### config.mk
export PLATFORM = sky130hd
export DESIGN_NAME = spiral_index_to_coordinate_unit_flat
export DESIGN_NICKNAME = d
export VERILOG_FILES = /design/src/sitc_pkg.sv /design/src/sitc_if.sv /design/src/sitc_isqrt_pipe.sv /design/src/spiral_index_to_coordinate_unit.sv /design/src/flat_wrapper.sv
export SDC_FILE = /design/constraint.sdc
export NUM_CORES = 2
export LEC_CHECK = 0
export BUFFER_PORTS_ARGS = -buffer_cell sky130_fd_sc_hd__buf_2
export CORE_MARGIN = 5
export CORE_UTILIZATION = 60
export DETAILED_ROUTE_END_ITERATION = 8
export PLACE_DENSITY = 0.77
export SLEW_MARGIN = 10
export SYNTH_ARGS = -nofsm -noshare
export SYNTH_HDL_FRONTEND = slang
export SYNTH_SLANG_ARGS = --single-unit
### constraint.sdc
create_clock -name clk -period 21.8 [get_ports clk]
set_clock_uncertainty 0.2 [all_clocks]
set_input_delay 2.18 -clock clk [delete_from_list [all_inputs] [get_ports clk]]
set_output_delay 2.18 -clock clk [all_outputs]
set_load 0.05 [all_outputs]
### src/sitc_pkg.sv
// shared types and constants for the spiral index to coordinate unit
// no dependencies
`timescale 1ns / 1ps

package sitc_pkg;

  localparam int CoordWidth = 17;

  typedef logic signed [CoordWidth-1:0] coord_t;

endpackage

### src/sitc_if.sv
// valid/ready channel interfaces for spiral indices and grid coordinates
// depends on sitc_pkg for the coordinate type
`timescale 1ns / 1ps

interface sitc_index_if #(
  parameter int INDEX_WIDTH = 32
);
  logic                   valid;
  logic                   ready;
  logic [INDEX_WIDTH-1:0] index;

  modport source (output valid, output index, input ready);
  modport sink (input valid, input index, output ready);
endinterface

interface sitc_coord_if;
  logic            valid;
  logic            ready;
  sitc_pkg::coord_t x_coord;
  sitc_pkg::coord_t y_coord;

  modport source (output valid, output x_coord, output y_coord, input ready);
  modport sink (input valid, input x_coord, input y_coord, output ready);
endinterface

### src/sitc_isqrt_pipe.sv
// pipelined integer square root, one root bit per register stage
// gives root and remainder (index - root*root); no package dependencies
`timescale 1ns / 1ps

module sitc_isqrt_pipe #(
  parameter int INDEX_WIDTH = 32
) (
  input  logic                           clk,
  input  logic                           rst,
  input  logic                           en,
  input  logic                           idx_valid,
  input  logic [INDEX_WIDTH-1:0]         index,
  output logic                           root_valid,
  output logic [(INDEX_WIDTH+1)/2-1:0]   root,
  output logic [(INDEX_WIDTH+1)/2:0]     rem
);

  localparam int RootW = (INDEX_WIDTH + 1) / 2;
  localparam int PadW  = 2 * RootW;
  localparam int TrialW = RootW + 3;

  logic               st_v [RootW];
  logic [RootW-1:0]   st_q [RootW];
  logic [RootW:0]     st_r [RootW];
  logic [PadW-1:0]    st_n [RootW];

  for (genvar s = 0; s < RootW; s++) begin : g_stage
    logic              prev_v;
    logic [RootW-1:0]  prev_q;
    logic [RootW:0]    prev_r;
    logic [PadW-1:0]   prev_n;
    logic [TrialW-1:0] rp;
    logic [TrialW-1:0] trial;
    logic [TrialW-1:0] diff;
    logic              ge;
    logic [RootW-1:0]  q_next;
    logic [RootW:0]    r_next;
    logic [PadW-1:0]   n_next;

    if (s == 0) begin : g_first
      assign prev_v = idx_valid;
      assign prev_q = '0;
      assign prev_r = '0;
      assign prev_n = PadW'(index);
    end else begin : g_rest
      assign prev_v = st_v[s-1];
      assign prev_q = st_q[s-1];
      assign prev_r = st_r[s-1];
      assign prev_n = st_n[s-1];
    end

    // bring down the next bit pair and try appending a one to the root
    always_comb begin
      rp     = {prev_r, prev_n[PadW-1 -: 2]};
      trial  = {1'b0, prev_q, 2'b01};
      diff   = rp - trial;
      ge     = (rp >= trial);
      r_next = ge ? diff[RootW:0] : rp[RootW:0];
      q_next = {prev_q[RootW-2:0], ge};
      n_next = {prev_n[PadW-3:0], 2'b00};
    end

    always_ff @(posedge clk) begin
      if (rst) begin
        st_v[s] <= 1'b0;
      end else if (en) begin
        st_v[s] <= prev_v;
      end
      if (en) begin
        st_q[s] <= q_next;
        st_r[s] <= r_next;
        st_n[s] <= n_next;
      end
    end
  end

  assign root_valid = st_v[RootW-1];
  assign root       = st_q[RootW-1];
  assign rem        = st_r[RootW-1];

  // remainder of an integer square root never exceeds twice the root
  a_rem_bound: assert property (@(posedge clk) disable iff (rst)
    root_valid |-> (rem <= {root, 1'b0}))
    else $error("isqrt remainder above 2*root");

  a_stall_hold: assert property (@(posedge clk) disable iff (rst)
    (!en && root_valid) |=> (root_valid && $stable(root) && $stable(rem)))
    else $error("isqrt result changed during stall");

  a_reset_empty: assert property (@(posedge clk)
    rst |=> (!st_v[0] && !root_valid))
    else $error("isqrt pipeline not empty after reset");

endmodule

### src/spiral_index_to_coordinate_unit.sv
// spiral index to (x,y) grid coordinate, 1 at the origin, up positive
// registered through the square root stages (one root bit per stage) and then an output register
// throughput: one transaction per cycle; all stages advance together, a stall holds them
// reset (rst, synchronous): clears every stage valid bit, no transaction in flight
// depends on sitc_pkg, sitc_if and sitc_isqrt_pipe
`timescale 1ns / 1ps

module spiral_index_to_coordinate_unit #(
  parameter int INDEX_WIDTH = 32
) (
  input  logic        clk,
  input  logic        rst,
  sitc_index_if.sink  index_ch,
  sitc_coord_if.source coord_ch
);

  import sitc_pkg::*;

  localparam int RootW = (INDEX_WIDTH + 1) / 2;
  localparam int ExtW  = (RootW + 2 > CoordWidth) ? RootW + 2 : CoordWidth;

  logic             en;
  logic             root_valid;
  logic [RootW-1:0] root;
  logic [RootW:0]   rem;

  logic             out_v;
  coord_t           x_reg;
  coord_t           y_reg;
  coord_t           x_next;
  coord_t           y_next;

  logic [ExtW-1:0]  half_ext;
  logic [ExtW-1:0]  len_ext;
  logic [RootW:0]   root_p1;
  logic [CoordWidth-1:0] h;
  logic [CoordWidth-1:0] len;
  logic [CoordWidth-1:0] corner;
  logic             pre_mid;
  logic             odd;

  assign en             = !out_v || coord_ch.ready;
  assign index_ch.ready = en;

  sitc_isqrt_pipe #(
    .INDEX_WIDTH(INDEX_WIDTH)
  ) u_isqrt (
    .clk        (clk),
    .rst        (rst),
    .en         (en),
    .idx_valid  (index_ch.valid),
    .index      (index_ch.index),
    .root_valid (root_valid),
    .root       (root),
    .rem        (rem)
  );

  // mid - n = root + 1 - rem, so no square is needed
  always_comb begin
    odd      = root[0];
    root_p1  = {1'b0, root} + 1'b1;
    pre_mid  = (rem <= root_p1);
    half_ext = ExtW'(root >> 1);
    len_ext  = pre_mid ? ExtW'(root_p1 - rem) : ExtW'(rem - root_p1);
    h        = half_ext[CoordWidth-1:0];
    len      = len_ext[CoordWidth-1:0];
    corner   = odd ? (h + 1'b1) : (~h + 1'b1);
    if (rem == '0) begin
      if (odd) begin
        x_next = coord_t'(~h + 1'b1);
        y_next = coord_t'(h);
      end else begin
        x_next = coord_t'(h);
        y_next = coord_t'(CoordWidth'(1) - h);
      end
    end else if (odd) begin
      x_next = pre_mid ? coord_t'(corner - len) : coord_t'(corner);
      y_next = pre_mid ? coord_t'(corner) : coord_t'(corner - len);
    end else begin
      x_next = pre_mid ? coord_t'(corner + len) : coord_t'(corner);
      y_next = pre_mid ? coord_t'(corner) : coord_t'(corner + len);
    end
  end

  always_ff @(posedge clk) begin
    if (rst) begin
      out_v <= 1'b0;
    end else if (en) begin
      out_v <= root_valid;
    end
    if (en) begin
      x_reg <= x_next;
      y_reg <= y_next;
    end
  end

  assign coord_ch.valid   = out_v;
  assign coord_ch.x_coord = x_reg;
  assign coord_ch.y_coord = y_reg;

  a_reset_idle: assert property (@(posedge clk)
    rst |=> !out_v)
    else $error("output valid after reset");

  // a blocked result must hold back new transactions
  a_backpressure: assert property (@(posedge clk) disable iff (rst)
    (out_v && !coord_ch.ready) |-> !index_ch.ready)
    else $error("input taken while output stalled");

  a_no_drop: assert property (@(posedge clk) disable iff (rst)
    (out_v && !coord_ch.ready) |=> (out_v && $stable(x_reg) && $stable(y_reg)))
    else $error("pending result lost");

endmodule

### src/flat_wrapper.sv
// flat-port wrapper written by rule: the top's interface ports become plain ports
module spiral_index_to_coordinate_unit_flat import sitc_pkg::*;
#(
  parameter int INDEX_WIDTH = 32
)
  (clk, rst, index_ch_valid, index_ch_index, index_ch_ready, coord_ch_valid, coord_ch_x_coord, coord_ch_y_coord, coord_ch_ready);
  sitc_index_if #(.INDEX_WIDTH(INDEX_WIDTH)) index_ch_i ();
  sitc_coord_if coord_ch_i ();
  input  logic clk;
  input  logic rst;
  input wire logic [$bits(index_ch_i.valid)-1:0] index_ch_valid;
  input wire logic [$bits(index_ch_i.index)-1:0] index_ch_index;
  output wire logic [$bits(index_ch_i.ready)-1:0] index_ch_ready;
  output wire logic [$bits(coord_ch_i.valid)-1:0] coord_ch_valid;
  output wire logic [$bits(coord_ch_i.x_coord)-1:0] coord_ch_x_coord;
  output wire logic [$bits(coord_ch_i.y_coord)-1:0] coord_ch_y_coord;
  input wire logic [$bits(coord_ch_i.ready)-1:0] coord_ch_ready;
  assign index_ch_i.valid = index_ch_valid;
  assign index_ch_i.index = index_ch_index;
  assign index_ch_ready = index_ch_i.ready;
  assign coord_ch_valid = coord_ch_i.valid;
  assign coord_ch_x_coord = coord_ch_i.x_coord;
  assign coord_ch_y_coord = coord_ch_i.y_coord;
  assign coord_ch_i.ready = coord_ch_ready;
  spiral_index_to_coordinate_unit #(.INDEX_WIDTH(INDEX_WIDTH)) u_core (.clk(clk), .rst(rst), .index_ch(index_ch_i), .coord_ch(coord_ch_i));
endmodule
; After elaboration in Yosys (flattened, before gate mapping)
; Memories as Yosys holds them, arrays and structs flattened. A register that Yosys moved wholly into a read port is not among the register bits.
; Index checks and enable logic that the tools add are counted.
[totals]
ff_bits = 34
latchBits = 0
ramBits = 1024
mem_bits_ro = 0
in_bits = 36
out_inout_bits = 36
wordCells = 117
mem_count = 4
[op_classes]
n_addsub = 24
mul = 0
div = 0
magnitude_cmp = 17
eq_ne = 0
shift = 0
mux = 50
bitwise_logic = 17
reduce_logical = 3
[memory_table]
columns = memory, words, width, read_ports, rd_ports_with_merged_regs, write_ports, line_no
row1 = u_core.u_isqrt.st_n, 16, 30, 15, 0, 16, sitc_isqrt_pipe.sv:25  ; logic [PadW-1:0] st_n [RootW];
row2 = u_core.u_isqrt.st_r, 16, 17, 16, 0, 16, sitc_isqrt_pipe.sv:24  ; logic [RootW:0] st_r [RootW];
row3 = u_core.u_isqrt.st_q, 16, 16, 16, 0, 16, sitc_isqrt_pipe.sv:23  ; logic [RootW-1:0] st_q [RootW];
row4 = u_core.u_isqrt.st_v, 16, 1, 16, 1, 16, sitc_isqrt_pipe.sv:22  ; logic st_v [RootW];
[op_table]
columns = op, count
row1 = two-way mux 17 bit, 28
row2 = subtractor 17 bit, 18
row3 = greater-or-equal comparator 19 x 18 -> 1 bit, 15
row4 = two-way mux 1 bit, 22
row5 = adder 16 x 1 -> 17 bit (second input constant), 1
row6 = adder 17 x 1 -> 17 bit (second input constant), 1
row7 = adder 17 bit, 1
row8 = less-or-equal comparator 17 bit, 1
row9 = zero test 17 bit, 1
row10 = NOT 15 -> 17 bit, 1
row11 = adder 15 x 1 -> 16 bit (second input constant), 1
row12 = bitwise OR 1 bit, 16
row13 = subtractor 1 x 15 -> 16 bit (first input constant), 1
row14 = subtractor 2 x 1 -> 3 bit (second input constant), 1
row15 = greater-or-equal comparator 2 x 1 -> 1 bit (second input constant), 1
row16 = zero test 1 bit, 1
row17 = logical OR 1 bit, 1

; Logic depth before layout (Yosys ltp)
; An unclocked memory read counts as a cell.
[logic_depth]
ltp_word = 8
ltp_mapped = 32
ltp_nobuf = 30

; Hierarchy
; A second synthesis with hierarchy kept.
[hier_totals]
hier_cells = 3143
hier_area_um2 = 36418.7
[by_module_without_submodules]
columns = module, instances, cells_each, area_each_um2
row1 = sitc_isqrt_pipe, 1, 2278, 30018.8
row2 = spiral_index_to_coordinate_unit, 1, 865, 6399.9

; Worst setup path after synthesis
; Ideal clock, no wire load.
[synth_path]
kind = input to output
from = input port coord_ch_ready
to = output port index_ch_ready
arrival_ps = 15351
setup_slack_ps = 4069
stages = 2
path_cell_list = nor2b_1 inv_1
[synth_via]
elab_chain_cells = 1
[synth_lines]
columns = item, line_no
row1 = from (decl), flat_wrapper.sv:17  ; input wire logic [$bits(coord_ch_i.ready)-1:0] coord_ch_ready;
row2 = logical OR 1 bit, spiral_index_to_coordinate_unit.sv:42  ; assign en = !out_v || coord_ch.ready;
row3 = to (decl), flat_wrapper.sv:13  ; output wire logic [$bits(index_ch_i.ready)-1:0] index_ch_ready;
; Every way passes these cells.

==> impl_metrics.tcl <==
set metrics [dict create \
    yosysWarnings 0 \
    tns_ns 0 \
    final_max_slew_viol_count 0 \
    ios 72 \
    rsz0062_at_grt "false" \
    cts_buffers 71 \
    die-width_um 252 \
    start_util_pct 60.9 \
    path_clk_slew_ns 0.06 \
    die-area_um2 63700 \
    antenna_cells 0 \
    grt_usage_pct 21.9 \
    min_period_ns 8.06 \
    setup_viol 0 \
    wl_per_cell_um 18.1 \
    synth_edf_count 680 \
    area_delta_synth_final_pct 9.55 \
    core-area_um2 57900 \
    fin_util_pct 66.7 \
    ant_nets 0 \
    crit_required_ns 22.05 \
    synth.avg_cell_area_um2 11.8 \
    ys_async_sr_fraction_pct 0 \
    status "complete, no violations" \
    num-nets-final 3339 \
    yosysUniqueCellTypes 82 \
    worstSetupStartpointType "register" \
    cts-root-buf "clkbuf_16" \
    dp_hpwl_um 50300 \
    drtPass1Iterations 6 \
    ys_ff_latch 681 \
    synth_flop_cell "edfxtp_1" \
    viasPerCell 5.74 \
    clock_latency_ns 0.61 \
    antenna_found_initial 1 \
    place_congestion 0.891 \
    numPortBuffers 71 \
    critical_path_arrival_ns 8.31 \
    mostFrequentLayoutCell "edfxtp_1" \
    cts_tree "done" \
    wirelength_um 70400 \
    worstSetupEndpointType "register" \
    mostFrequentLayoutCells "edfxtp_1 (680), inv_1 (283), nor2_1 (228), ha_1 (224), a21oi_1 (204)" \
    postCtsSetupRepairBufs 0 \
    dieHeight_um 252 \
    hold_class "register to register" \
    route.detailed.drc 0 \
    synth_area_um2 35300 \
    clk_path_buf_depth 3 \
    row_count 88 \
    max-cap-violations 0 \
    fmax_mhz 124 \
    cts_resized 0 \
    fin_crit_sh_pct 37.0 \
    crit_fanout 30 \
    synth_cells 2992 \
    grt-ovfl-total 0 \
    max_slew_margin_pct 21.0 \
    clkSinkCount 681 \
    ys_seq_area_share_pct 57.9 \
    hold_buffers 0 \
    via_count 22300 \
    post_route_cells_drive_above_1_share_pct 7.99 \
    fillers 4180 \
    grt_max_degree 143 \
    htreeDepth 3 \
    crit_type "register to register" \
    final_hold_viol_count 0 \
    grt_pass1_wl_um 113000 \
    grt_pass1_vias 22200 \
    syn_nets 3256 \
    first_iter_violations 1295 \
    max_slew.worst_pin.slew_ns 1.18 \
]
==> logic make-up (layout without fill, tap and decap cells) <==
kind of cell / Yosys count / count (layout) / share of synthesized area [%]
buffers and inverters: 360 / 495 / 3.88
XOR/XNOR: 271 / 271 / 6.73
AO/OA/AOI/OAI: 601 / 601 / 10.5
flip-flops: 681 / 681 / 57.9
adder cells (fa/ha/maj): 228 / 228 / 8.17
multiplexers: 56 / 56 / 1.71
AND/OR/NAND/NOR: 794 / 794 / 11.0
other: 1 / 1 / 0.0106
==> layer usage <==
| layer | global-route usage, % | vias to the layer above | share of wire [%] |
|---|---|---|---|
| met5 | 0 | - | 0.0099 |
| met4 | 8.89 | 2 | 4.1 |
| met3 | 3.24 | 160 | 3.7 |
| met2 | 37.8 | 497 | 50 |
| li1 | - | 11000 | - |
| met1 | 27.9 | 10700 | 43 |
==> layout make-up <==
class                      count  area (µm²)  area share, %
sequential                   681       20400           52.9
multi-input combinational   1951       13500           34.9
clock buffer                  88        1870           4.84
inverter                     285        1080           2.79
tap                          765         957           2.48
timing repair buffer          85         460           1.19
clock inverter                37         355          0.920
==> critical path: stages (launching register included) <==
cell	delay (ns)
edfxtp_1	0.67
ha_1	0.33
nand3_1	0.12
nor3_1	0.48
nand3_1	0.20
xnor2_1	0.18
ha_1	0.52
and3_1	0.25
a21boi_0	0.08
o21ai_0	0.48
a211oi_1	0.17
nor2_2	0.50
buf_4	0.46
mux2i_1	0.29
nor3_1	0.10
xnor2_1	0.17
ha_1	0.43
nor3_1	0.08
a211oi_1	0.38
o21ai_0	0.21
a2111oi_0	0.80
nor3_1	0.12
a31oi_1	0.22
xor2_1	0.20
a21oi_1	0.09
a21oi_1	0.15
==> synth_stat cells, drive strengths merged (11+ instances only) <==
cell,count,area (µm²)
nor4,28,181
inv,285,1070
and2,25,156
xor2,85,744
nand3b,12,90.1
buf,14,67.6
nand2b,44,275
o211ai,11,82.6
nor2,229,860
a211oi,19,148
or2,12,75.1
nor3,73,370
nor2b,29,181
a21oi,205,1030
mux2i,22,220
o31ai,13,97.6
and3,17,111
a21o,60,450
nand3,55,280
o21bai,18,135
a21boi,13,97.6
xnor2,186,1630
or4,17,131
or3,31,199
mux2,34,383
ha,224,2800
nand2,182,691
a31oi,22,138
o21a,48,368
nand4,25,156
edfxtp,680,20400
o21ai,137,686
clkbuf,61,230
==> sequential cells by signal, indices dropped and copies added (netlist names) <==
name                     flops
u_core.u_isqrt.st_v         16
u_core.u_isqrt.st_q        136
u_core.u_isqrt.st_n        240
u_core.coord_ch.y_coord     17
u_core.u_isqrt.st_r        254
u_core.coord_ch.valid        1
u_core.coord_ch.x_coord     17
==> stage by stage <==
stage	cells	hold slack, ns	worst slack [ns]	cell area (µm²)
3_3_place_gp	3767	0.201	14.00	36400
5_1_grt	3892	0.221	12.99	38600
3_5_place_dp	3767	0.205	13.80	36400
4_1_cts	3892	0.214	13.76	38600
2_1_floorplan	2992	0.200	4.07	35300
6_report	3892	0.215	13.74	38600
==> final timing paths <==
check | from | to | slack, ns | cells past startpoint
setup reg to reg | u_core.u_isqrt.st_q[1][113] | u_core.coord_ch.y_coord[13] | 13.74 | 25
hold / removal | u_core.u_isqrt.st_n[0][66] | u_core.u_isqrt.st_n[0][98] | 0.22 | 0
hold reg to reg | u_core.u_isqrt.st_n[0][66] | u_core.u_isqrt.st_n[0][98] | 0.22 | 0
setup / recovery | u_core.u_isqrt.st_q[1][113] | u_core.coord_ch.y_coord[13] | 13.74 | 25
Power is not shown: default switching activity piles up to over one toggle a cycle in this logic, so the estimate is an artifact.
